### src/rtl/btpc_pkg.sv
// ----------------------------------------------------------------------------
// btpc_pkg - shared types and constants for the binomial tree partner block
// Holds the sequencer states, the result limits and the control structs that
// pass between the sequencer and the bit-serial adder.
// ----------------------------------------------------------------------------
`default_nettype none

package btpc_pkg;

  // Most child results given for one request
  localparam int MAX_RESULTS = 10;
  // Width of the child count field
  localparam int CHILD_CNT_W = 4;

  // Sequencer states
  typedef enum logic [2:0] {
    ST_IDLE,
    ST_DIFF,
    ST_WRAP,
    ST_SCAN,
    ST_EMIT,
    ST_BAD
  } btpc_state_e;

  // Request to the bit-serial adder
  typedef struct packed {
    logic start;
    logic sub;
  } btpc_ser_req_t;

  // Status back from the bit-serial adder
  typedef struct packed {
    logic done;
    logic carry;
  } btpc_ser_stat_t;

endpackage

`default_nettype wire

### src/rtl/btpc_serial_add.sv
// ----------------------------------------------------------------------------
// btpc_serial_add - bit-serial adder / subtractor
// Shifts both operands out LSB first, one bit per cycle, and shifts the sum
// in from the top. When the last bit is in, it pulses done with the carry out.
// ----------------------------------------------------------------------------
`default_nettype none

module btpc_serial_add #(
  parameter int RANK_W = 10
) (
  input  wire                      clk_i,
  input  wire                      rst_ni,
  input  btpc_pkg::btpc_ser_req_t  req_i,
  input  wire [RANK_W-1:0]         a_i,
  input  wire [RANK_W-1:0]         b_i,
  output btpc_pkg::btpc_ser_stat_t stat_o,
  output logic [RANK_W-1:0]        sum_o
);
  import btpc_pkg::*;

  localparam int CW = $clog2(RANK_W + 1);

  logic [RANK_W-1:0] a_q, a_d, b_q, b_d, r_q, r_d;
  logic              carry_q, carry_d, sub_q, sub_d;
  logic              busy_q, busy_d, done_q, done_d;
  logic [CW-1:0]     cnt_q, cnt_d;
  logic              bit_b, bit_s;

  // One full-adder slice on the low bits
  assign bit_b = b_q[0] ^ sub_q;
  assign bit_s = a_q[0] ^ bit_b ^ carry_q;

  // Load on start, otherwise advance one bit while busy
  always_comb begin
    a_d     = a_q;
    b_d     = b_q;
    r_d     = r_q;
    carry_d = carry_q;
    sub_d   = sub_q;
    busy_d  = busy_q;
    done_d  = 1'b0;
    cnt_d   = cnt_q;
    if (req_i.start) begin
      a_d     = a_i;
      b_d     = b_i;
      carry_d = req_i.sub;
      sub_d   = req_i.sub;
      busy_d  = 1'b1;
      cnt_d   = CW'(RANK_W - 1);
    end else if (busy_q) begin
      a_d     = a_q >> 1;
      b_d     = b_q >> 1;
      r_d     = {bit_s, r_q[RANK_W-1:1]};
      carry_d = (a_q[0] & bit_b) | (a_q[0] & carry_q) | (bit_b & carry_q);
      if (cnt_q == '0) begin
        busy_d = 1'b0;
        done_d = 1'b1;
      end else begin
        cnt_d = cnt_q - CW'(1);
      end
    end
  end

  // Control state
  always_ff @(posedge clk_i or negedge rst_ni) begin
    if (!rst_ni) begin
      busy_q <= 1'b0;
      done_q <= 1'b0;
      cnt_q  <= '0;
    end else begin
      busy_q <= busy_d;
      done_q <= done_d;
      cnt_q  <= cnt_d;
    end
  end

  // Shift registers
  always_ff @(posedge clk_i) begin
    a_q     <= a_d;
    b_q     <= b_d;
    r_q     <= r_d;
    carry_q <= carry_d;
    sub_q   <= sub_d;
  end

  assign stat_o.done  = done_q;
  assign stat_o.carry = carry_q;
  assign sum_o        = r_q;

endmodule

`default_nettype wire

### src/rtl/btpc_rotate.sv
// ----------------------------------------------------------------------------
// btpc_rotate - map a root-relative rank back to an absolute rank
// Adds the root rank and folds the sum once into the range below the count.
// ----------------------------------------------------------------------------
`default_nettype none

module btpc_rotate #(
  parameter int RANK_W = 10
) (
  input  wire [RANK_W-1:0] rel_i,
  input  wire [RANK_W-1:0] root_i,
  input  wire [RANK_W:0]   count_i,
  output logic [RANK_W-1:0] rank_o
);

  logic [RANK_W:0] sum, folded;

  // Add, then subtract the count once if the sum wrapped past it
  always_comb begin
    sum    = {1'b0, rel_i} + {1'b0, root_i};
    folded = (sum >= count_i) ? (sum - count_i) : sum;
    rank_o = folded[RANK_W-1:0];
  end

endmodule

`default_nettype wire

### src/rtl/binomial_tree_partner_calc.sv
// ----------------------------------------------------------------------------
// binomial_tree_partner_calc - parent and children in a rotated binomial tree
// Takes a rank and a root rank, finds the relative rank bit-serially, scans
// its bits one per cycle for the parent and the child count, then walks the
// bits again: one result per child in ascending bit order, one for a leaf.
// ----------------------------------------------------------------------------
//
//  channel  | signals                              | direction
//  ---------+--------------------------------------+----------
//  in       | in_valid_i / in_ready_o, ranks       | request in
//  out      | out_valid_o / out_ready_i, results   | results out
//  cfg      | cfg_valid_i / cfg_ready_o, count     | register write
//
// One request at a time. A request runs the serial difference, a second serial
// pass that adds the count back when my_rank is below root_rank, the bit scan
// and the child walk; a bad rank goes straight to its flagged result. The
// serial adder and the one-bit-per-cycle scan set the pace. A stalled output
// holds the walk; a new request is taken while the final result of the
// previous one still waits. Reset sets the node count to one.
// ----------------------------------------------------------------------------
`default_nettype none

module binomial_tree_partner_calc #(
  parameter int MAX_RANKS = 1024
) (
  input  wire                                 clk_i,
  input  wire                                 rst_ni,
  // configuration
  input  wire                                 cfg_valid_i,
  output logic                                cfg_ready_o,
  input  wire [$clog2(MAX_RANKS):0]           cfg_node_count_i,
  // request
  input  wire                                 in_valid_i,
  output logic                                in_ready_o,
  input  wire [$clog2(MAX_RANKS)-1:0]         my_rank_i,
  input  wire [$clog2(MAX_RANKS)-1:0]         root_rank_i,
  // results
  output logic                                out_valid_o,
  input  wire                                 out_ready_i,
  output logic [$clog2(MAX_RANKS)-1:0]        parent_rank_o,
  output logic [$clog2(MAX_RANKS)-1:0]        child_rank_o,
  output logic                                child_valid_o,
  output logic [btpc_pkg::CHILD_CNT_W-1:0]    child_count_o,
  output logic                                bad_rank_o,
  output logic                                last_o
);
  import btpc_pkg::*;

  localparam int RANK_W = $clog2(MAX_RANKS);
  localparam int NCNT_W = RANK_W + 1;
  localparam int TOT_W  = $clog2(RANK_W + 1);
  localparam int WIDE_W = TOT_W + CHILD_CNT_W;
  localparam logic [CHILD_CNT_W-1:0] CNT_MAX = '1;

  btpc_state_e state_q, state_d;

  logic [NCNT_W-1:0] node_count_q, node_count_d;
  logic [RANK_W-1:0] root_q, root_d, rel_q, rel_d;
  logic [RANK_W-1:0] mask_q, mask_d, parent_q, parent_d;
  logic [TOT_W-1:0]  total_q, total_d, emit_n_q, emit_n_d;

  logic                   out_valid_q, out_valid_d;
  logic [RANK_W-1:0]      out_parent_q, out_parent_d, out_child_q, out_child_d;
  logic                   out_cvalid_q, out_cvalid_d;
  logic [CHILD_CNT_W-1:0] out_count_q, out_count_d;
  logic                   out_bad_q, out_bad_d, out_last_q, out_last_d;

  btpc_ser_req_t     ser_req;
  btpc_ser_stat_t    ser_stat;
  logic [RANK_W-1:0] ser_a, ser_b, ser_sum;
  logic [RANK_W-1:0] rot_in, rot_out;

  logic                   in_fire, bad_in, out_free, out_load;
  logic                   active, rel_hit, cand_ok, emit_last;
  logic [RANK_W-1:0]      cand;
  logic [WIDE_W-1:0]      total_wide;
  logic [CHILD_CNT_W-1:0] count_sat;
  logic [TOT_W-1:0]       n_lim;

  // Serial difference and wrap of the relative rank
  btpc_serial_add #(
    .RANK_W (RANK_W)
  ) u_serial_add (
    .clk_i  (clk_i),
    .rst_ni (rst_ni),
    .req_i  (ser_req),
    .a_i    (ser_a),
    .b_i    (ser_b),
    .stat_o (ser_stat),
    .sum_o  (ser_sum)
  );

  // Shared rotation back to absolute ranks
  btpc_rotate #(
    .RANK_W (RANK_W)
  ) u_rotate (
    .rel_i   (rot_in),
    .root_i  (root_q),
    .count_i (node_count_q),
    .rank_o  (rot_out)
  );

  // Handshake and scan conditions
  assign cfg_ready_o = 1'b1;
  assign in_ready_o  = (state_q == ST_IDLE);
  assign in_fire     = in_valid_i && in_ready_o;
  assign bad_in      = ({1'b0, my_rank_i} >= node_count_q) ||
                       ({1'b0, root_rank_i} >= node_count_q);
  assign out_free    = !out_valid_q || out_ready_i;

  assign active  = (mask_q != '0) && ({1'b0, mask_q} < node_count_q);
  assign rel_hit = |(rel_q & mask_q);
  assign cand    = rel_q | mask_q;
  assign cand_ok = ({1'b0, cand} < node_count_q);
  assign rot_in  = (state_q == ST_SCAN) ? (rel_q & ~mask_q) : cand;

  // Saturate the child count and cap the number of results
  assign total_wide = {{CHILD_CNT_W{1'b0}}, total_q};
  assign count_sat  = (total_wide > {{TOT_W{1'b0}}, CNT_MAX}) ?
                      CNT_MAX : total_wide[CHILD_CNT_W-1:0];
  assign n_lim      = (total_wide > WIDE_W'(MAX_RESULTS)) ?
                      TOT_W'(MAX_RESULTS) : total_q;
  assign emit_last  = ((emit_n_q + TOT_W'(1)) == n_lim);

  // Next state
  always_comb begin
    state_d = state_q;
    case (state_q)
      ST_IDLE: begin
        if (in_fire) state_d = bad_in ? ST_BAD : ST_DIFF;
      end
      ST_DIFF: begin
        if (ser_stat.done) state_d = ser_stat.carry ? ST_SCAN : ST_WRAP;
      end
      ST_WRAP: begin
        if (ser_stat.done) state_d = ST_SCAN;
      end
      ST_SCAN: begin
        if (!active || rel_hit) state_d = ST_EMIT;
      end
      ST_EMIT: begin
        if (total_q == '0) begin
          if (out_free) state_d = ST_IDLE;
        end else if (cand_ok && out_free && emit_last) begin
          state_d = ST_IDLE;
        end
      end
      ST_BAD: begin
        if (out_free) state_d = ST_IDLE;
      end
      default: state_d = ST_IDLE;
    endcase
  end

  // Datapath control and result loading
  always_comb begin
    ser_req      = '0;
    ser_a        = my_rank_i;
    ser_b        = root_rank_i;
    root_d       = root_q;
    rel_d        = rel_q;
    mask_d       = mask_q;
    parent_d     = parent_q;
    total_d      = total_q;
    emit_n_d     = emit_n_q;
    out_load     = 1'b0;
    out_parent_d = out_parent_q;
    out_child_d  = out_child_q;
    out_cvalid_d = out_cvalid_q;
    out_count_d  = out_count_q;
    out_bad_d    = out_bad_q;
    out_last_d   = out_last_q;
    case (state_q)
      ST_IDLE: begin
        if (in_fire) begin
          root_d   = root_rank_i;
          parent_d = my_rank_i;
          if (!bad_in) begin
            ser_req.start = 1'b1;
            ser_req.sub   = 1'b1;
          end
        end
      end
      ST_DIFF: begin
        if (ser_stat.done) begin
          mask_d  = RANK_W'(1);
          total_d = '0;
          if (ser_stat.carry) begin
            rel_d = ser_sum;
          end else begin
            // my_rank below root_rank: add the count back
            ser_req.start = 1'b1;
            ser_req.sub   = 1'b0;
            ser_a         = ser_sum;
            ser_b         = node_count_q[RANK_W-1:0];
          end
        end
      end
      ST_WRAP: begin
        if (ser_stat.done) begin
          rel_d   = ser_sum;
          mask_d  = RANK_W'(1);
          total_d = '0;
        end
      end
      ST_SCAN: begin
        if (!active || rel_hit) begin
          if (active) parent_d = rot_out;
          mask_d   = RANK_W'(1);
          emit_n_d = '0;
        end else begin
          if (cand_ok) total_d = total_q + TOT_W'(1);
          mask_d = mask_q << 1;
        end
      end
      ST_EMIT: begin
        if (total_q == '0) begin
          if (out_free) begin
            out_load     = 1'b1;
            out_parent_d = parent_q;
            out_child_d  = '0;
            out_cvalid_d = 1'b0;
            out_count_d  = count_sat;
            out_bad_d    = 1'b0;
            out_last_d   = 1'b1;
          end
        end else if (cand_ok) begin
          // Hold on a child until the output slot frees
          if (out_free) begin
            out_load     = 1'b1;
            out_parent_d = parent_q;
            out_child_d  = rot_out;
            out_cvalid_d = 1'b1;
            out_count_d  = count_sat;
            out_bad_d    = 1'b0;
            out_last_d   = emit_last;
            emit_n_d     = emit_n_q + TOT_W'(1);
            mask_d       = mask_q << 1;
          end
        end else begin
          mask_d = mask_q << 1;
        end
      end
      ST_BAD: begin
        if (out_free) begin
          out_load     = 1'b1;
          out_parent_d = '0;
          out_child_d  = '0;
          out_cvalid_d = 1'b0;
          out_count_d  = '0;
          out_bad_d    = 1'b1;
          out_last_d   = 1'b1;
        end
      end
      default: begin
        mask_d = mask_q;
      end
    endcase
  end

  // Output slot: fill on load, drop when taken
  assign out_valid_d = out_load ? 1'b1 : (out_ready_i ? 1'b0 : out_valid_q);

  // Node count register, saturated on write
  always_comb begin
    node_count_d = node_count_q;
    if (cfg_valid_i && cfg_ready_o) begin
      node_count_d = (cfg_node_count_i > NCNT_W'(MAX_RANKS)) ?
                     NCNT_W'(MAX_RANKS) : cfg_node_count_i;
    end
  end

  // Control state
  always_ff @(posedge clk_i or negedge rst_ni) begin
    if (!rst_ni) begin
      state_q      <= ST_IDLE;
      out_valid_q  <= 1'b0;
      node_count_q <= NCNT_W'(1);
      total_q      <= '0;
      emit_n_q     <= '0;
      mask_q       <= '0;
    end else begin
      state_q      <= state_d;
      out_valid_q  <= out_valid_d;
      node_count_q <= node_count_d;
      total_q      <= total_d;
      emit_n_q     <= emit_n_d;
      mask_q       <= mask_d;
    end
  end

  // Payload
  always_ff @(posedge clk_i) begin
    root_q       <= root_d;
    rel_q        <= rel_d;
    parent_q     <= parent_d;
    out_parent_q <= out_parent_d;
    out_child_q  <= out_child_d;
    out_cvalid_q <= out_cvalid_d;
    out_count_q  <= out_count_d;
    out_bad_q    <= out_bad_d;
    out_last_q   <= out_last_d;
  end

  assign out_valid_o   = out_valid_q;
  assign parent_rank_o = out_parent_q;
  assign child_rank_o  = out_child_q;
  assign child_valid_o = out_cvalid_q;
  assign child_count_o = out_count_q;
  assign bad_rank_o    = out_bad_q;
  assign last_o        = out_last_q;

endmodule

`default_nettype wire

### config.mk
export PLATFORM = sky130hd
export DESIGN_NAME = binomial_tree_partner_calc
export DESIGN_NICKNAME = d
export VERILOG_FILES = /design/src/rtl/btpc_pkg.sv /design/src/rtl/btpc_serial_add.sv /design/src/rtl/btpc_rotate.sv /design/src/rtl/binomial_tree_partner_calc.sv
export SDC_FILE = /design/constraint.sdc
export NUM_CORES = 1
export LEC_CHECK = 0
export CAP_MARGIN = 20
export CORE_MARGIN = 2
export CORE_UTILIZATION = 33
export CTS_BUF_LIST = sky130_fd_sc_hd__clkbuf_4
export DETAILED_ROUTE_END_ITERATION = 12
export DONT_BUFFER_PORTS = 1
export SYNTH_ARGS = -nofsm -noshare
export SYNTH_HDL_FRONTEND = slang
export SYNTH_HIERARCHICAL = 1
export SYNTH_SLANG_ARGS = --single-unit
### constraint.sdc
create_clock -name clk_i -period 10 [get_ports clk_i]
set_input_delay 0.5 -clock clk_i [delete_from_list [all_inputs] [get_ports clk_i]]
set_output_delay 0.5 -clock clk_i [all_outputs]
set_load 0.02 [all_outputs]
# ---- Yosys cells after proc, flatten, opt, wreduce, memory -nomap -nowiden
# Index checks and enable logic that the tools add are counted.
dict set report classes {
  add_sub_neg 5
  order_cmp 8
  eq_ne 24
  n_mux 99
  bitwise_logic 13
  reduce_logical 34
}
# cell n
set ops {}
lappend ops {{10-bit two-way mux} 31}
lappend ops {{10-bit one-hot mux with 2 select lines} 4}
lappend ops {{4-bit two-way mux} 16}
lappend ops {{10-bit one-hot mux with 3 select lines} 1}
lappend ops {{1-bit two-way mux} 25}
lappend ops {{3-bit two-way mux} 8}
lappend ops {{4-bit one-hot mux with 2 select lines} 3}
lappend ops {{10-bit by 11-bit >= comparator with 1-bit output} 2}
lappend ops {{10-bit by 11-bit less-than comparator with 1-bit output} 2}
lappend ops {{10-bit bitwise AND} 2}
lappend ops {{3-bit one-hot mux with 6 select lines} 1}
lappend ops {{2-bit != test (second input constant)} 8}
lappend ops {{4-bit AND reduction} 4}
lappend ops {{2-bit nonzero test} 7}
lappend ops {{2-bit by 1-bit != test with 1-bit output (second input constant)} 6}
lappend ops {{3-bit != test (second input constant)} 4}
lappend ops {{10-bit by 10-bit adder with 11-bit output} 1}
lappend ops {{11-bit >= comparator} 1}
lappend ops {{11-bit greater-than comparator (second input constant)} 1}
lappend ops {{11-bit two-way mux} 1}
lappend ops {{10-bit inverter} 1}
lappend ops {{10-bit bitwise OR} 1}
lappend ops {{5-bit AND reduction} 2}
lappend ops {{10-bit nonzero test} 1}
lappend ops {{other kinds (25)} 50}
dict set report totals {
  register_bits 128
  inputBits 36
  out_inout_bits 30
  elab_cells 206
}

# ---- Depth between registers and ports, before layout
# Gate-level depths: netlist (run 1).
dict set report depth {
  word_depth 10
  ltp_mapped 23
}

# ---- By module
# Netlist (run 1), hierarchy kept.
# mod n_inst cells_each area_each_um2 seq_area_each_um2
set by_module_without_submodules {}
lappend by_module_without_submodules {binomial_tree_partner_calc 1 544 5365.1 2538.7}
lappend by_module_without_submodules {btpc_serial_add 1 93 1561.5 1111.1}
lappend by_module_without_submodules {btpc_rotate 1 143 1058.5 0.0}

# ---- Worst setup path after synthesis (run 1)
# OpenSTA, ideal clock, no wires.
dict set report synth_path {
  path_type {reg2reg}
  from {reg state_q[1]}
  to {reg out_child_q[5], in the netlist child_rank_o[5] (data pin)}
  setup_ns 0.267
  arrival_ns 4.014
  slack_ns 5.719
  stages_incl_launch_ff 22
  n_path_buf 2
  cell_sequence {dfrtp_1 > buf_2 > nand2_1 > nor2_1 > clkbuf_1 > a21oi_1 > ha_1 > inv_1 > fa_1 > nor2b_1 > o21ai_1 > a21oi_1 > o41ai_1 > xnor2_1 > ha_1 > nand4_1 > nor2_1 > a221oi_1 > a31oi_4 > mux2_2 > nand2_1 > o21ai_0}
}
dict set report synth_between {
  elab_chain_cells 9
  word_cells_on_any_way 12
  classes_between {add/sub: 2; order compare: 1; eq/ne: 3; mux: 6}
}
# element line_no
set synth_lines {}
lappend synth_lines {{start: declaration} binomial_tree_partner_calc.sv:55} ;# btpc_state_e state_q, state_d;
lappend synth_lines {{start signal: assignment} binomial_tree_partner_calc.sv:283} ;# state_q <= state_d;
lappend synth_lines {{3-bit by 2-bit == test with 1-bit output *} binomial_tree_partner_calc.sv:115} ;# assign rot_in = (state_q == ST_SCAN) ? (rel_q & ~mask_q) : cand;
lappend synth_lines {{10-bit two-way mux *} binomial_tree_partner_calc.sv:115}
lappend synth_lines {{net rot_in[0]} binomial_tree_partner_calc.sv:71} ;# logic [RANK_W-1:0] rot_in, rot_out;
lappend synth_lines {{10-bit by 10-bit adder with 11-bit output *} btpc_rotate.sv:20} ;# sum = {1'b0, rel_i} + {1'b0, root_i};
lappend synth_lines {{10-bit subtractor / 11-bit >= comparator (equally long branches)} btpc_rotate.sv:21} ;# folded = (sum >= count_i) ? (sum - count_i) : sum;
lappend synth_lines {{10-bit two-way mux *} btpc_rotate.sv:21}
lappend synth_lines {{net rot_out[5]} binomial_tree_partner_calc.sv:71}
lappend synth_lines {{10-bit two-way mux *} binomial_tree_partner_calc.sv:229} ;# if (out_free) begin
lappend synth_lines {{10-bit two-way mux *} binomial_tree_partner_calc.sv:227} ;# end else if (cand_ok) begin
lappend synth_lines {{10-bit two-way mux *} binomial_tree_partner_calc.sv:217} ;# if (total_q == '0) begin
lappend synth_lines {{10-bit one-hot mux with 2 select lines *} binomial_tree_partner_calc.sv:173} ;# case (state_q)
lappend synth_lines {{net out_child_d[5]} binomial_tree_partner_calc.sv:63} ;# logic [RANK_W-1:0] out_parent_q, out_parent_d, out_child_q, out_child_d;
lappend synth_lines {{end signal: assignment} binomial_tree_partner_calc.sv:298} ;# out_child_q <= out_child_d;
lappend synth_lines {{end: declaration} binomial_tree_partner_calc.sv:63}
# The timed path passes the listed nets; every way through them passes the cells marked *. The select of a mux whose other input is x is not followed.
# A chain may end at the register's enable or synchronous reset.

# ---- Final worst setup path (run 1)
dict set report layout_path {
  from {reg state_q[0]}
  to {reg out_child_q[8], in the netlist child_rank_o[8] (data pin)}
}
# Same word-level chain as after synthesis.

==> results of run 1 <==
[worst register-to-register path, stage by stage, from the launching register on]
cell,delay [ps]
dfrtp_1,620
nand2_1,170
nor2_1,110
buf_4,270
a21boi_0,180
ha_1,340
a211oi_1,340
nor2_1,130
o21a_1,200
o41ai_1,310
xnor2_1,210
ha_1,300
nand4_1,100
nor2_1,60
a221oi_1,460
a31oi_4,290
mux2_2,350
nand2_1,60
o21ai_0,80
[power by group through the flow]
stage                     logic [W]  clock network (W)  registers, W
after floorplan           0.0000699                  0      0.000580
after detailed placement  0.0000895                  0      0.000582
after global placement    0.0000883                  0      0.000581
after CTS                 0.0000983           0.000364      0.000570
final                      0.000100           0.000355      0.000570
after global routing       0.000114           0.000391      0.000571
[layout by cell type, fill, tap and decap left out, types with 7 or more instances in the layout]
| cell | synthesis | routed |
|---|---|---|
| ha_1 | 65 | 65 |
| nand3b_1 | 9 | 9 |
| dlygate4sd3_1 | 0 | 13 |
| nand4_1 | 8 | 8 |
| buf_4 | 3 | 9 |
| a21boi_0 | 12 | 11 |
| nand3_1 | 8 | 8 |
| inv_6 | 0 | 7 |
| o21ai_0 | 48 | 48 |
| nand2_1 | 113 | 113 |
| inv_1 | 59 | 59 |
| mux2_2 | 46 | 46 |
| nor2_1 | 36 | 36 |
| clkbuf_4 | 0 | 17 |
| edfxtp_1 | 89 | 89 |
| a21o_1 | 12 | 12 |
| nor3_1 | 8 | 7 |
| dfrtp_1 | 38 | 38 |
| or2_2 | 14 | 14 |
| nand2b_1 | 11 | 11 |
| o31ai_1 | 15 | 15 |
| a21oi_1 | 50 | 50 |
| xnor2_1 | 13 | 13 |
[cells by family (layout without fill, tap and decap cells)]
family / Yosys count / in the layout / share of synthesized area (%)
AND/OR/NAND/NOR: 238 / 238 / 14.3
AO/OA/AOI/OAI: 187 / 187 / 15.4
flip-flops: 128 / 128 / 45.7
buffers and inverters: 90 / 114 / 4.59
adder cells (fa/ha/maj): 68 / 68 / 10.9
multiplexers: 51 / 51 / 7.11
XOR/XNOR: 17 / 17 / 1.86
other: 1 / 2 / 0.0470
[area by class of cell]
type / instances / area share (%)
Sequential cell: 128 / 41.7
Multi-Input combinational cell: 562 / 45.4
Clock buffer: 17 / 1.46
Clock inverter: 15 / 1.69
Antenna cell: 1 / 0.0286
Timing Repair Buffer: 23 / 2.57
Tap cell: 319 / 4.56
Inverter: 59 / 2.53
[worst paths after layout]
path / depth (start not counted) / from / slack (ps) / endpoint
min: 1 / cfg_valid_i / 50 / node_count_q[10]
min in group asynchronous: 2 / rst_ni / 430 / out_valid_o
max reg2reg: 18 / state_q[0] / 5150 / child_rank_o[8]
max: 18 / state_q[0] / 5150 / child_rank_o[8]
min reg2reg: 0 / u_serial_add/sum_o[1] / 500 / u_serial_add/sum_o[0]
max in group asynchronous: 2 / rst_ni / 9280 / node_count_q[0]
[sequential cells by signal (all words and copies together) (netlist names), 3 cells and up]
register            count
child_count_o           4
child_rank_o           10
emit_n_q                4
mask_q                 10
node_count_q           11
parent_q               10
parent_rank_o          10
rel_q                  10
root_q                 10
state_q                 3
total_q                 4
u_serial_add/a_q       10
u_serial_add/b_q       10
u_serial_add/cnt_q      4
u_serial_add/sum_o     10
[metrics by stage]
stage / cells / worst slack, ps
floorplan: 780 / 5720
global placement: 1077 / 5380
detailed placement: 1077 / 5250
CTS: 1117 / 5190
global route: 1124 / 4770
finish: 1124 / 5150
[per-layer routing]
layer,track usage [%],up-vias
met3,4.82,18
met4,4.34,0
met1,23.0,2745
li1,-,2827
met2,23.1,182
met5,0,-
[repair_timing]
action	4_1_cts	5_1_grt
gates resized for setup	0	0
hold buffers	8	6
endpoints found under the hold margin	53	6
[cell usage after synthesis, types with 7 or more instances]
library cell	instances
a21o_1	12
nand3b_1	9
mux2_2	46
buf_2	7
nor3_1	8
inv_1	59
a21oi_1	50
or2_2	14
edfxtp_1	89
nand3_1	8
nand2b_1	11
nor2_1	36
nand2_1	113
nand4_1	8
xnor2_1	13
ha_1	65
o31ai_1	15
clkbuf_1	19
a21boi_0	12
o21ai_0	48
dfrtp_1	38
nor2b_1	7
==> flow_summary.ini, run 1 <==
[critical_path]
worstPathRequired_ps = 10290
slowest_delay_ps = 620
crit_type = reg -> reg
start_kind = flip-flop
path_cells = nand2_1 -> nor2_1 -> buf_4 -> a21boi_0 -> ha_1 -> a211oi_1 -> nor2_1 -> o21a_1 -> o41ai_1 -> xnor2_1 -> ha_1 -> nand4_1 -> nor2_1 -> a221oi_1 -> a31oi_4 -> mux2_2 -> nand2_1 -> o21ai_0
cpMostUsedCell = nor2_1
cp_top_family = compound AO/OA/AOI/OAI gates
critPathCaptureType = flip-flop
cp_num_buf_inv = 1
slowest_stage = dfrtp_1
cp.arrival_ps = 5150
cp_max_fo = 25

[pwr]
seq_power_share_pct = 55.6
p_per_area_nw_per_um2 = 117
p_switching_w = 0.000286
ir_worst_vdd_mv = 0.0631
clockPowerShare_pct = 34.6
switching_share_pct = 27.9
power_w = 0.00103
power.internal_w = 0.000739
leakage_nw = 3.30
combPwrFrac_pct = 9.8

[synth]
synth.avg_cell_area_um2 = 10.2
yosysTopAreaCellShare_pct = 33.5
syn_nets = 884
syn_area_um2 = 7990
yosysUniqueCellTypes = 67
ys_ff_latch = 128
ys.flop_type = edfxtp_1
ys_warn_count = 6
yosys-top-cells-area = edfxtp_1 33%, dfrtp_1 12%, ha_1 10%, mux2_2 6.5%, nand2_1 5.3%
syn_inst = 780
synth_edf_count = 89
yosys.area.top_type = edfxtp_1
async_flop_share_pct = 30.5
synth-seq-area-share_pct = 45.7

[cells_and_area]
final_area_um2 = 8750
final_core_utilization_pct = 37.1
syn2layout_area_growth_pct = 9.57
layout-drive-gt1-share_pct = 14.4
fin_nets = 895
multi_input_area_um2 = 3980
regArea_um2 = 3650
num-fill-cells = 2386

[sta]
rsz0062_at_grt = false
period_needed_ps = 4850
holdWs_ps = 51.1
drv_slew = 0
fmax_mhz = 206
setup_tns_ps = 0
tightest_slew_ps = 1010
fin_skew_ps = 25.9
setup-violations-final = 0
hold_viol = 0
min_period_over_period_pct = 48.5
max_slew_margin_pct = 32.5

[route]
avgViaCountPerCell = 5.14
met2_length_um = 8490
routed-wl-met3_um = 1660
wl_met1_um = 9620
ant_nets = 0
dr.max_layer_used = met4
vias = 5772
wire_per_inst_um = 17.8
wl_um = 20000
drc = 0
dr.pass1.iters = 5
drtIter0Drc = 465

[clock_network]
clock_sinks = 128
cts_root_buffer = clkbuf_4
cts_max_path_buffers = 2
post-cts-setup-buffers = 0
clk_latency_ps = 560
cts_tree = done
clk_pin_slew_ps = 130
cts-buffers-inserted = 17
ctsHtreeMaxLevel = 4

[floorplan]
die_width_um = 160
core-area_um2 = 23600
placement_rows = 56
io_pins = 66
start_util_pct = 33.8
die-area_um2 = 25500
die_h_um = 160

[flow_run]
cap_violations = 0

[global_route]
grt_usage_pct = 15.9
grt_pass1_vias = 5492
antenna_found_initial = 1
grt_overflow = 0
grt_start_max_net_pins = 40
grt_pass1_wl_um = 31400

[placed_design]
routabilityCongestion = 0.928
port_buffers = 0
dp_hpwl_um = 15000
dpl_cell_area_um2 = 8310

[run_status]
status = finished clean

[min_path]
hold_path.class = in -> reg
No activity file was read; power rests on OpenSTA's default activity.
==> inputs of run 2 (changes only) <==
- ABC_AREA: unset -> 1
- clock period: 10 -> 4.11 ns (I/O delays scaled with it)
==> run 2 against run 1 <==
Effect of this change:
- die area grew 6.7%
- clock skew grew 3.2 ps
- sequential share of layout area is 3.9 points lower
- fmax grew 26%
- final area increased by 10%
- sequential power rose to 3.9 times the previous value
- combinational power rose to 26 times the previous value
- wire length up 15%
- synthesized cell count increased by 35%
- critical endpoint is now parent_q[0]
- highest routed layer unchanged
==> flow_summary.ini, run 2 <==
[critical_path]
rr_worst_depth = 23
slowest_stage = fa_1
crit_type = reg -> reg
cp-startpoint = state_q[0]
start_kind = flip-flop
critPathCaptureType = flip-flop
r2r-start = state_q[0]
cp_max_fo = 11
cp.arrival_ps = 4130
path_cells = nand2_2 -> nor2_2 -> a21boi_0 -> inv_1 -> fa_1 -> nand3b_1 -> nand2_1 -> nand3_1 -> nand3_1 -> nand2_1 -> ha_1 -> nand2_1 -> inv_2 -> nand2_1 -> nor2_2 -> nand2_2 -> inv_2 -> nor2_8 -> buf_4 -> nand2_1 -> nand2_1 -> nand2_1 -> o21ai_0
worstPathRequired_ps = 4400
cpMostUsedCell = nand2_1
slowest_delay_ps = 450

[placed_design]
routabilityCongestion = 0.915
dp_hpwl_um = 16900
port_buffers = 0

[route]
dr.pass1.iters = 7
drtIter0Drc = 599
ant_nets = 0
avgViaCountPerCell = 4.90
vias = 7044
wire_per_inst_um = 16.0
drc = 0
wl_um = 23000

[sta]
tightest_slew_ps = 866
max_slew_margin_pct = 42.1
fmax_mhz = 260
setup-violations-final = 0
rsz0062_at_grt = false
hold_viol = 0
setup_tns_ps = 0
drv_slew = 0
min_period_over_period_pct = 93.5
fin_skew_ps = 29.1
period_needed_ps = 3840
holdWs_ps = 31.9

[floorplan]
die_width_um = 165
io_pins = 66
core-area_um2 = 25300
placement_rows = 58
start_util_pct = 33.7
die_h_um = 165
die-area_um2 = 27200

[synth]
synth_edf_count = 89
ys.flop_type = edfxtp_1
syn_nets = 1154
yosysMostFrequentCell = nand2_1
yosys-top-cells-area = edfxtp_1 31%, nand2_1 15%, dfrtp_1 11%, ha_1 9.5%, inv_1 5.8%
syn_area_um2 = 8540
async_flop_share_pct = 30.5
yosysUniqueCellTypes = 47
ys_ff_latch = 128
yosys.area.top_type = edfxtp_1
yosys-top-cells-count = 342 x nand2_1, 133 x inv_1, 89 x edfxtp_1
synth.avg_cell_area_um2 = 8.13
synth-seq-area-share_pct = 42.8
yosysTopAreaCellShare_pct = 31.3
ys_warn_count = 6
syn_inst = 1050

[clock_network]
cts-buffers-inserted = 17
cts_tree = done
clk_pin_slew_ps = 120
ctsHtreeMaxLevel = 4
clk_latency_ps = 560
clock_sinks = 128
cts_root_buffer = clkbuf_4
cts_max_path_buffers = 2

[cells_and_area]
fin_nets = 1198
mostFrequentLayoutCells = 341 x nand2_1, 133 x inv_1, 89 x edfxtp_1
largest_register_ffs = 11
final_common_cell = nand2_1
syn2layout_area_growth_pct = 13.1
regMostFlops = node_count_q
layout-drive-gt1-share_pct = 11.3

[global_route]
grt_overflow = 0
grt_start_max_net_pins = 40
grt_pass1_wl_um = 35700
grt_pass1_vias = 6630
antenna_found_initial = 3
grt_usage_pct = 17.3

[pwr]
p_per_area_nw_per_um2 = 598
ir_worst_vdd_mv = 0.310
leakage_nw = 4.53
power_w = 0.00577

[flow_run]
cap_violations = 0

[min_path]
hold_path.class = in -> reg
hold_start = cfg_node_count_i[10]
whs_path_depth = 3

[run_status]
status = finished clean
run 2: cell types whose count changed after synthesis, moves of 11 or more:
cell	previous run	this run
nor2_1	36	56
o31ai_1	15	2
nand3_1	8	66
inv_2	0	11
nand2b_1	11	0
a21o_1	12	1
inv_1	59	133
mux2_2	46	5
nand2_1	113	342
nand2_2	0	19
run 2: final cells by class:
class                   instances  area [µm²]
diodes                          2        5.00
clock buffers                  19         143
clock inverters                13         188
fillers                      2585       15700
inverters                     145         549
multi-input cells             751        4210
flip-flops and latches        128        3650
well taps                     330         413
repair buffers                 51         503
run 2: power breakdown:
part,internal [W],leakage [nW],total [W],switching [W]
Combinational,0.000843,3.01,0.00256,0.00171
Clock,0.000498,0.171,0.00101,0.000511
Sequential,0.00193,1.35,0.00221,0.000279
run 2: critical path, delay by kind of cell, from the launching register on:
| family | cells | cell delay (ps) |
|---|---|---|
| and+or+nand+nor | 15 | 1450 |
| adders and majority gates | 2 | 860 |
| DFF | 1 | 440 |
| AOI/OAI and AO/OA | 2 | 430 |
| buffers and inverters | 4 | 410 |
run 2: worst paths after layout:
path	slack, ps	endpoint
max in group asynchronous	3680	node_count_q[0]
setup reg to reg	270	parent_q[0]
min in group asynchronous	150	emit_n_q[0]
hold / removal	30	node_count_q[6]
setup / recovery	270	parent_q[0]
hold reg to reg	470	rel_q[3]
run 2: per-layer routing:
layer  up-vias  part of all wire (%)  global-route usage [%]
li1       3518                     -                       -
met1      3251                    46                    23.6
met2       237                    43                    26.4
met3        38                   9.0                    5.40
met4         0                   1.6                    4.90
met5         -                     0                       0
run 2: kinds of logic after synthesis:
logic type | synth area share [%]
simple gates | 28.4
buf+inv | 8.22
flops | 42.8
compound gates | 7.84
fa+ha+maj | 10.2
xor+xnor | 1.33
mux | 1.19
other cells | 0.0439
run 2: timing repair:
| item | 4_1_cts | 5_1_grt |
|---|---|---|
| hold buffers | 36 | 0 |
| setup endpoints to repair | 0 | 15 |
| gates resized for setup | 0 | 7 |
| endpoints found under the hold margin | 88 | 0 |
| setup buffers | 0 | 1 |
run 2: stage by stage:
step | cells | setup WS, ps | cell area, µm² | util [%]
2_1_floorplan | 1050 | 619 | 8540 | -
3_3_place_gp | 1368 | 329 | 8930 | 35.3
3_5_place_dp | 1368 | 226 | 8930 | 35.3
4_1_cts | 1436 | 200 | 9640 | 38.0
5_1_grt | 1439 | 12.7 | 9660 | 38.1
6_report | 1439 | 269 | 9660 | 38.1
